--- src/rtl/core/fully_associative_tlb_lru_top_macros.svh ---
// Assertion macros shared by the RTL that checks its own behavior.
`ifndef FULLY_ASSOCIATIVE_TLB_LRU_TOP_MACROS_SVH
`define FULLY_ASSOCIATIVE_TLB_LRU_TOP_MACROS_SVH

// Concurrent condition checked at every rising clock edge outside reset.
`define FATLB_ASSERT_HOLD(lbl, cond) \
    lbl: assert property (@(posedge i_clk) disable iff (!i_rst_n) (cond)) \
        else $error("fatlb assertion failed");

// Condition that must hold in the cycle after a trigger.
`define FATLB_ASSERT_NEXT(lbl, ante, cons) \
    lbl: assert property (@(posedge i_clk) disable iff (!i_rst_n) (ante) |=> (cons)) \
        else $error("fatlb assertion failed");

`endif

--- src/rtl/core/fatlb_pkg.sv ---
package fatlb_pkg;

    localparam int DATA_W      = 32;
    localparam int SHIFT_W     = 5;
    localparam int ENTRIES_DEF = 16;

    localparam logic [SHIFT_W-1:0] PAGE_SHIFT_RESET = 5'd12;

    // Commands from the controller to the datapath.
    typedef struct packed {
        logic start;
        logic update;
    } t_ctl_cmd;

    // Status from the datapath to the controller.
    typedef struct packed {
        logic scan_last;
        logic out_block;
    } t_ctl_sts;

    typedef struct packed {
        logic [DATA_W-1:0] page;
        logic [DATA_W-1:0] frame;
        logic [DATA_W-1:0] stamp;
    } t_entry;

    function automatic int idx_width(input int n);
        return (n > 1) ? $clog2(n) : 1;
    endfunction

endpackage

--- src/rtl/core/fatlb_ctrl.sv ---
module fatlb_ctrl import fatlb_pkg::*; (
    input  logic     i_clk,
    input  logic     i_rst_n,
    input  logic     i_valid,
    output logic     o_ready,
    input  t_ctl_sts i_sts,
    output t_ctl_cmd o_cmd
);

    localparam logic [1:0] ST_IDLE = 2'd0;
    localparam logic [1:0] ST_SCAN = 2'd1;
    localparam logic [1:0] ST_UPD  = 2'd2;

    logic [1:0] r_state;
    logic [1:0] n_state;

    assign o_ready      = (r_state == ST_IDLE);
    assign o_cmd.start  = (r_state == ST_IDLE) && i_valid;
    assign o_cmd.update = (r_state == ST_UPD) && !i_sts.out_block;

    always_comb begin
        n_state = r_state;
        case (r_state)
            ST_IDLE: begin
                if (i_valid) n_state = ST_SCAN;
            end
            ST_SCAN: begin
                if (i_sts.scan_last) n_state = ST_UPD;
            end
            ST_UPD: begin
                // The result register must be free before the entry is written.
                if (!i_sts.out_block) n_state = ST_IDLE;
            end
            default: begin
                n_state = ST_IDLE;
            end
        endcase
    end

    always_ff @(posedge i_clk) begin
        if (!i_rst_n) begin
            r_state <= ST_IDLE;
        end else begin
            r_state <= n_state;
        end
    end

endmodule

--- src/rtl/core/fatlb_datapath.sv ---
module fatlb_datapath import fatlb_pkg::*; #(
    parameter int ENTRIES = ENTRIES_DEF
) (
    input  logic               i_clk,
    input  logic               i_rst_n,
    input  t_ctl_cmd           i_cmd,
    output t_ctl_sts           o_sts,
    input  logic               i_cfg_valid,
    input  logic [SHIFT_W-1:0] i_cfg_data,
    input  logic [DATA_W-1:0]  i_virtual_address,
    input  logic [DATA_W-1:0]  i_miss_frame,
    input  logic               i_ready,
    output logic               o_valid,
    output logic [DATA_W-1:0]  o_physical_address,
    output logic               o_hit,
    output logic [DATA_W-1:0]  o_hit_count,
    output logic [DATA_W-1:0]  o_miss_count
);

    localparam int IW = idx_width(ENTRIES);
    localparam int CW = IW + 1;

    logic [SHIFT_W-1:0] r_shift;
    logic [DATA_W-1:0]  r_page;
    logic [DATA_W-1:0]  r_offset;
    logic [DATA_W-1:0]  r_frame_in;

    t_entry             r_mem [ENTRIES];
    logic [ENTRIES-1:0] r_valid;

    logic [CW-1:0]      r_rd_idx;
    logic [IW-1:0]      r_cmp_idx;
    logic               r_cmp_en;
    logic               r_rd_vld;
    t_entry             r_rd_word;

    logic               r_found;
    logic [IW-1:0]      r_hit_idx;
    logic [DATA_W-1:0]  r_hit_frame;
    logic               r_inv_found;
    logic [IW-1:0]      r_inv_idx;
    logic [DATA_W-1:0]  r_min_stamp;
    logic [IW-1:0]      r_min_idx;

    logic [DATA_W-1:0]  r_stamp;
    logic [DATA_W-1:0]  r_hits;
    logic [DATA_W-1:0]  r_misses;

    logic               r_out_valid;
    logic [DATA_W-1:0]  r_phys;
    logic               r_hit;

    logic [DATA_W-1:0]  n_stamp;
    logic [DATA_W-1:0]  n_hits;
    logic [DATA_W-1:0]  n_misses;
    logic               w_issue;
    logic [IW-1:0]      w_slot;
    logic [DATA_W-1:0]  w_frame;
    logic [DATA_W-1:0]  w_phys;

    assign w_issue  = (r_rd_idx < CW'(ENTRIES));
    assign n_stamp  = r_stamp + 32'd1;
    assign n_hits   = r_hits + {{(DATA_W-1){1'b0}}, r_found};
    assign n_misses = r_misses + {{(DATA_W-1){1'b0}}, !r_found};
    assign w_slot   = r_found ? r_hit_idx : (r_inv_found ? r_inv_idx : r_min_idx);
    assign w_frame  = r_found ? r_hit_frame : r_frame_in;
    assign w_phys   = (w_frame << r_shift) | r_offset;

    assign o_sts.scan_last = r_cmp_en && (r_cmp_idx == IW'(ENTRIES - 1));
    assign o_sts.out_block = r_out_valid && !i_ready;

    assign o_valid            = r_out_valid;
    assign o_physical_address = r_phys;
    assign o_hit              = r_hit;
    assign o_hit_count        = r_hits;
    assign o_miss_count       = r_misses;

    // Entry store: one write port for the update, one registered read port for the scan.
    always_ff @(posedge i_clk) begin
        if (i_cmd.update) begin
            r_mem[w_slot] <= '{page: r_page, frame: w_frame, stamp: n_stamp};
        end
        if (w_issue) begin
            r_rd_word <= r_mem[r_rd_idx[IW-1:0]];
        end
    end

    // Item capture, scan results and the result payload.
    always_ff @(posedge i_clk) begin
        if (i_cmd.start) begin
            r_page     <= i_virtual_address >> r_shift;
            r_offset   <= i_virtual_address & ((32'd1 << r_shift) - 32'd1);
            r_frame_in <= i_miss_frame;
        end
        if (w_issue) begin
            r_rd_vld  <= r_valid[r_rd_idx[IW-1:0]];
            r_cmp_idx <= r_rd_idx[IW-1:0];
        end
        if (r_cmp_en) begin
            if (r_rd_vld && !r_found && (r_rd_word.page == r_page)) begin
                r_hit_idx   <= r_cmp_idx;
                r_hit_frame <= r_rd_word.frame;
            end
            if (!r_rd_vld && !r_inv_found) begin
                r_inv_idx <= r_cmp_idx;
            end
            // Strict compare keeps the lowest index on equal stamps.
            if ((r_cmp_idx == '0) || (r_rd_word.stamp < r_min_stamp)) begin
                r_min_stamp <= r_rd_word.stamp;
                r_min_idx   <= r_cmp_idx;
            end
        end
        if (i_cmd.update) begin
            r_phys <= w_phys;
            r_hit  <= r_found;
        end
    end

    always_ff @(posedge i_clk) begin
        if (!i_rst_n) begin
            r_shift     <= PAGE_SHIFT_RESET;
            r_valid     <= '0;
            r_rd_idx    <= CW'(ENTRIES);
            r_cmp_en    <= 1'b0;
            r_found     <= 1'b0;
            r_inv_found <= 1'b0;
            r_stamp     <= '0;
            r_hits      <= '0;
            r_misses    <= '0;
            r_out_valid <= 1'b0;
        end else begin
            if (i_cfg_valid) begin
                r_shift <= i_cfg_data;
            end
            if (i_cmd.start) begin
                r_rd_idx    <= '0;
                r_cmp_en    <= 1'b0;
                r_found     <= 1'b0;
                r_inv_found <= 1'b0;
            end else begin
                if (w_issue) begin
                    r_rd_idx <= r_rd_idx + CW'(1);
                end
                r_cmp_en <= w_issue;
                if (r_cmp_en && r_rd_vld && (r_rd_word.page == r_page)) begin
                    r_found <= 1'b1;
                end
                if (r_cmp_en && !r_rd_vld) begin
                    r_inv_found <= 1'b1;
                end
            end
            if (i_cmd.update) begin
                r_valid[w_slot] <= 1'b1;
                r_stamp         <= n_stamp;
                r_hits          <= n_hits;
                r_misses        <= n_misses;
                r_out_valid     <= 1'b1;
            end else if (r_out_valid && i_ready) begin
                r_out_valid <= 1'b0;
            end
        end
    end

endmodule

--- src/rtl/core/fully_associative_tlb_lru_top.sv ---
// A result is registered in the update state, after the scan of all entries.
// New items wait until the last is done, paced by the scan of the entry store
// through its single read port, one entry per cycle.
// A pending result waits in the output register while the next item is scanned.
// Reset (synchronous, active low) clears all valid bits, the stamp, both counters
// and sets the page offset to 12 bits; no clearing pass is needed.
`include "fully_associative_tlb_lru_top_macros.svh"

module fully_associative_tlb_lru_top import fatlb_pkg::*; #(
    parameter int ENTRIES = ENTRIES_DEF
) (
    input  logic               i_clk,
    input  logic               i_rst_n,
    input  logic               i_cfg_valid,
    output logic               o_cfg_ready,
    input  logic [SHIFT_W-1:0] i_cfg_data,
    input  logic               i_valid,
    output logic               o_ready,
    input  logic [DATA_W-1:0]  i_virtual_address,
    input  logic [DATA_W-1:0]  i_miss_frame,
    output logic               o_valid,
    input  logic               i_ready,
    output logic [DATA_W-1:0]  o_physical_address,
    output logic               o_hit,
    output logic [DATA_W-1:0]  o_hit_count,
    output logic [DATA_W-1:0]  o_miss_count
);

    t_ctl_cmd w_cmd;
    t_ctl_sts w_sts;

    assign o_cfg_ready = 1'b1;

    fatlb_ctrl u_ctrl (
        .i_clk   (i_clk),
        .i_rst_n (i_rst_n),
        .i_valid (i_valid),
        .o_ready (o_ready),
        .i_sts   (w_sts),
        .o_cmd   (w_cmd)
    );

    fatlb_datapath #(
        .ENTRIES (ENTRIES)
    ) u_datapath (
        .i_clk              (i_clk),
        .i_rst_n            (i_rst_n),
        .i_cmd              (w_cmd),
        .o_sts              (w_sts),
        .i_cfg_valid        (i_cfg_valid),
        .i_cfg_data         (i_cfg_data),
        .i_virtual_address  (i_virtual_address),
        .i_miss_frame       (i_miss_frame),
        .i_ready            (i_ready),
        .o_valid            (o_valid),
        .o_physical_address (o_physical_address),
        .o_hit              (o_hit),
        .o_hit_count        (o_hit_count),
        .o_miss_count       (o_miss_count)
    );

    `FATLB_ASSERT_NEXT(a_busy_after_transfer, i_valid && o_ready, !o_ready)
    `FATLB_ASSERT_NEXT(a_update_loads_result, w_cmd.update, o_valid)
    `FATLB_ASSERT_HOLD(a_no_result_overwrite, !(o_valid && !i_ready && w_cmd.update))
    `FATLB_ASSERT_HOLD(a_start_not_with_update, !(w_cmd.start && w_cmd.update))

endmodule
--- config.mk ---
export PLATFORM = sky130hd
export DESIGN_NAME = fully_associative_tlb_lru_top
export DESIGN_NICKNAME = d
export VERILOG_FILES = /design/src/rtl/core/fatlb_pkg.sv /design/src/rtl/core/fatlb_ctrl.sv /design/src/rtl/core/fatlb_datapath.sv /design/src/rtl/core/fully_associative_tlb_lru_top.sv
export VERILOG_INCLUDE_DIRS = /design/src /design/src/rtl/core
export SDC_FILE = /design/constraint.sdc
export NUM_CORES = 2
export LEC_CHECK = 0
export BUFFER_PORTS_ARGS = -buffer_cell sky130_fd_sc_hd__buf_4
export CORE_MARGIN = 1.5
export CORE_UTILIZATION = 56
export CTS_CLUSTER_SIZE = 24
export DETAILED_ROUTE_END_ITERATION = 16
export PLACE_DENSITY = 0.75
export SETUP_SLACK_MARGIN = 0.5
export SKIP_CTS_REPAIR_TIMING = 1
export SLEW_MARGIN = 20
export SYNTH_ARGS = -nofsm -noshare
export SYNTH_HDL_FRONTEND = slang
export SYNTH_SLANG_ARGS = --single-unit
export TNS_END_PERCENT = 10
--- constraint.sdc ---
create_clock -name i_clk -period 5.4 [get_ports i_clk]
set_input_delay 0.27 -clock i_clk [delete_from_list [all_inputs] [get_ports i_clk]]
set_output_delay 0.27 -clock i_clk [all_outputs]
set_load 0.02 [all_outputs]
==> Implementation_results.wiki <==
{| class="wikitable"
! Metric !! Value
|-
| Run status || complete, no violations
|-
| DR vias || 41082
|-
| Number of global-route vias before repair || 40927
|-
| Top cells by area in the synthesized netlist || sky130_fd_sc_hd__edfxtp_1 (70%), sky130_fd_sc_hd__mux4_2 (16%), sky130_fd_sc_hd__dfxtp_1 (3.2%), sky130_fd_sc_hd__xnor2_1 (0.94%), sky130_fd_sc_hd__nand2_1 (0.85%)
|-
| Final period util || 0.718
|-
| Distinct cell type count after synthesis || 65
|-
| Drt wl/cell || about 30 um
|-
| Crit path required time || 5820 ps
|-
| Top Family by Delay on Critical Path || buffers and inverters
|-
| Number of routed nets with antenna violations || 0
|-
| Count of cells along the worst register-to-register path || 8
|-
| Die outline area || 144000 um2
|-
| Seq pwr share || 0.552
|-
| Share of total power in combinational logic || 0.042
|-
| Insertion delay to the later sink of the worst-skew pair || about 830 ps
|-
| Period minus WS final || 3880 ps
|-
| Synthesized cell area || 79400 um2
|-
| Sw frac || 0.212
|-
| Hold Slack || 83.8 ps
|-
| First-pass GRT wire length || between 200 and 300 mm
|-
| # IOs || 174
|-
| Unrepaired setup endpoints after global routing || no
|-
| Maxcap violations || 0
|-
| Worst-path cell with the longest stage delay || sky130_fd_sc_hd__buf_4
|-
| Hold endpoint || u_datapath.o_hit_count[18]$_SDFFE_PN0P_
|-
| Number of levels the H-tree was split into || 4
|-
| Pre-CTS setup slack || 1530 ps
|-
| Maximum clock frequency || ~260 MHz
|-
| CTS tree || built
|-
| WP data arrival || around 4300 ps
|-
| Residual overflow from global routing || 0
|-
| Share of cells above drive strength 1 || 0.266
|-
| Effective utilization at floorplan || 0.562
|-
| Routed vias/inst || 6.48
|-
| Area of the core || 141000 um2
|-
| NumNets Final || 4411
|-
| Power density over cell area || 341 nW/um2
|-
| Clock Tree Root || sky130_fd_sc_hd__clkbuf_16
|-
| Chip Width || about 380 um
|-
| Headroom to the max-slew limit || 0.249
|-
| Commonest cells in the synthesized netlist || sky130_fd_sc_hd__edfxtp_1 (1842), sky130_fd_sc_hd__mux4_2 (562), sky130_fd_sc_hd__nand2_1 (179)
|-
| Drc violations || 0
|-
| Net switching power || 6.51 mW
|-
| Peak supply drop || 0.351 mV
|-
| Crit path top cell by count || sky130_fd_sc_hd__buf_4
|-
| DRT iter0 DRCs || 5394
|-
| P_leak || 26.8 nW
|-
| Yosys top cell by area || sky130_fd_sc_hd__edfxtp_1
|-
| Clock Tree Buf Depth || 3
|-
| Crit path kind || flop to flop
|-
| Type of origin of the critical path || flop
|-
| Register-to-Register Setup Slack || 1520 ps
|-
| Hold crit path type || input port to flop
|-
| Fraction of post-synthesis cell area in the top cell type by area || 0.696
|-
| Num CTS Buffers || 185
|-
| Most repeated cell in the gate-level netlist after synthesis || sky130_fd_sc_hd__edfxtp_1
|-
| P_int || 24.2 mW
|-
| Number of antenna violations at the first check in global routing || 2
|-
| Gr usage total || 0.261
|-
| Core Rows || 138
|-
| Total of warnings raised by yosys || 0
|-
| Critical R2R Capture || u_datapath.r_mem[0][73]$_DFFE_PP_
|-
| Hold path startpoint || i_rst_n
|-
| Sum of net half-perimeters after detailed placement || 101 mm
|-
| Clock-pin transition on the worst setup and hold timing paths || 60 ps
|-
| Largest net degree at the start of global routing || 72
|-
| Worst path buffer plus inverter count || 4
|-
| Highest cell delay on the worst timing path || around 840 ps
|-
| Crit Path Max Fanout || 60
|-
| Worst slew pin tran || 1130 ps
|-
| Worst R2R Start || u_ctrl.r_state[1]$_SDFFE_PN0P_
|-
| Synth Area per Inst || 19.9 um2
|-
| Port Buf Inserts || between 150 and 200
|-
| Signed area change from the synthesized netlist to the final layout || 13.3%
|-
| Cell count after synthesis || 3986
|-
| Fin cells || 6339
|-
| Sequential cell area fraction in the yosys report || 0.729
|-
| DIE HEIGHT || 380 um
|-
| Final worst clock skew || 60.1 ps
|-
| Top flip-flop cell by instance count after synthesis || sky130_fd_sc_hd__edfxtp_1
|-
| WL final || approximately 190 mm
|-
| Final weighted congestion of routability-driven global placement || 0.937
|-
| Clk network pwr share || 0.406
|-
| Sinks on Clock Net || 1970
|-
| Diodes inserted || 0
|-
| Setup violations, final || 0
|-
| Worst path setup slack after routing || 1520 ps
|-
| Overall power after layout || roughly 30 mW
|-
| Net count after synthesis || 4098
|-
| Final Max Slew Viols || 0
|-
| Sequence of cells on the critical path || nor2b_1 > nand2_1 > buf_4 > inv_2 > buf_4 > nand3_1 > nor2_4 > buf_4
|-
| Count of flip-flops with a built-in enable after synthesis || 1842
|-
| Detailed-router iteration count before antenna repair || 6
|-
| Number of storage elements in the synthesis netlist || between 1500 and 2000
|-
| Number of cells on the worst hold path || 3
|-
| Number of cells in the design after placement || slightly below 6000
|-
| Count of fill cells added during filler insertion || 9341
|-
| Type of element capturing the critical path || flop
|-
| Post-synth ARST share || 0
|-
| Hold violation total from the final report || 0
|}
[worst min-delay path: cells and delay by family]
family	cells	cell delay, ps
buffers and inverters	2	390
AND/OR/NAND/NOR	1	200
[how the worst max path moves through the flow]
stage	cells after the start	end	start
6_report	8	u_datapath.r_mem[0][73]$_DFFE_PP_	u_ctrl.r_state[1]$_SDFFE_PN0P_
5_1_grt	8	u_datapath.r_mem[0][76]$_DFFE_PP_	u_ctrl.r_state[1]$_SDFFE_PN0P_
4_1_cts	8	u_datapath.r_mem[0][73]$_DFFE_PP_	u_ctrl.r_state[1]$_SDFFE_PN0P_
3_5_place_dp	8	u_datapath.r_mem[0][68]$_DFFE_PP_	u_ctrl.r_state[1]$_SDFFE_PN0P_
3_3_place_gp	8	u_datapath.r_mem[0][85]$_DFFE_PP_	u_ctrl.r_state[1]$_SDFFE_PN0P_
2_1_floorplan	6	u_datapath.r_mem[7][0]$_DFFE_PP_	u_datapath.r_found$_SDFFE_PP0P_
[cell families after synthesis]
family / count (synthesis) / share of synthesized area
xor+xnor: 128 / 0.0141
fa+ha+maj: 38 / 0.00599
mux: 687 / 0.178
compound gates: 265 / 0.0215
simple gates: 614 / 0.0370
buf+inv: 282 / 0.0147
flops: 1970 / 0.729
other cells: 2 / 0.0000945
[per-layer routing]
| metal | up-vias | GRT usage | share of wire |
|---|---|---|---|
| met3 | 313 | 0.0437 | 0.087 |
| met4 | 0 | 0.0775 | 0.026 |
| met1 | 21635 | 0.375 | 0.39 |
| met5 | - | 0 | 0 |
| met2 | 2133 | 0.416 | 0.50 |
| li1 | 17001 | - | - |
[cells in the final DEF, fill, tap and decap left out, drive strengths merged, types with 24 or more instances in the layout]
master,instances
a21oi,78
a22oi,24
and2,26
buf,264
clkbuf,231
clkinv,89
dfxtp,128
dlygate4sd3,76
edfxtp,1842
ha,38
inv,70
mux2,48
mux2i,66
mux4,573
nand2,179
nand3,35
nand4,43
nor2,166
nor3,42
nor4,28
o21ai,44
xnor2,85
xor2,43
[flip-flops by register name, summed over array words and instances (netlist names), 4 cells and up]
register / count
u_datapath.o_physical_address: 32
u_datapath.r_cmp_idx: 4
u_datapath.r_offset: 32
u_datapath.r_rd_word: 96
u_datapath.r_hit_idx: 4
u_datapath.r_mem: 1536
u_datapath.o_hit_count: 32
u_datapath.r_page: 32
u_datapath.r_shift: 5
u_datapath.r_hit_frame: 32
u_datapath.r_stamp: 32
u_datapath.r_valid: 16
u_datapath.r_inv_idx: 4
u_datapath.r_frame_in: 32
u_datapath.r_rd_idx: 5
u_datapath.r_min_idx: 4
u_datapath.o_miss_count: 32
u_datapath.r_min_stamp: 32
[power by group through the flow]
stage	sequential (mW)	combinational (mW)	clock, mW
3_5_place_dp	17.3	1.23	0
3_3_place_gp	17.3	1.21	0
2_1_floorplan	17.2	0.888	0
4_1_cts	17.0	1.24	12.6
6_report	17.0	1.29	12.5
5_1_grt	17.0	1.37	13.2
[cell type report]
class,instances,area (um2),area share
clock buffer,231,4860,0.0540
multi-input combinational,1734,20600,0.229
clock inverter,106,958,0.0106
tap,1890,2360,0.0263
inverter,68,260,0.00289
sequential,1970,57900,0.643
timing repair buffer,340,3060,0.0339
[metrics by stage]
stage	TNS (ps)	area (um2)	util
2_1_floorplan	-747980	79400	-
3_3_place_gp	0	83400	0.590
3_5_place_dp	0	83400	0.590
4_1_cts	0	89200	0.632
5_1_grt	0	90000	0.637
6_report	0	90000	0.637
Power figures use the tool's default switching activity.
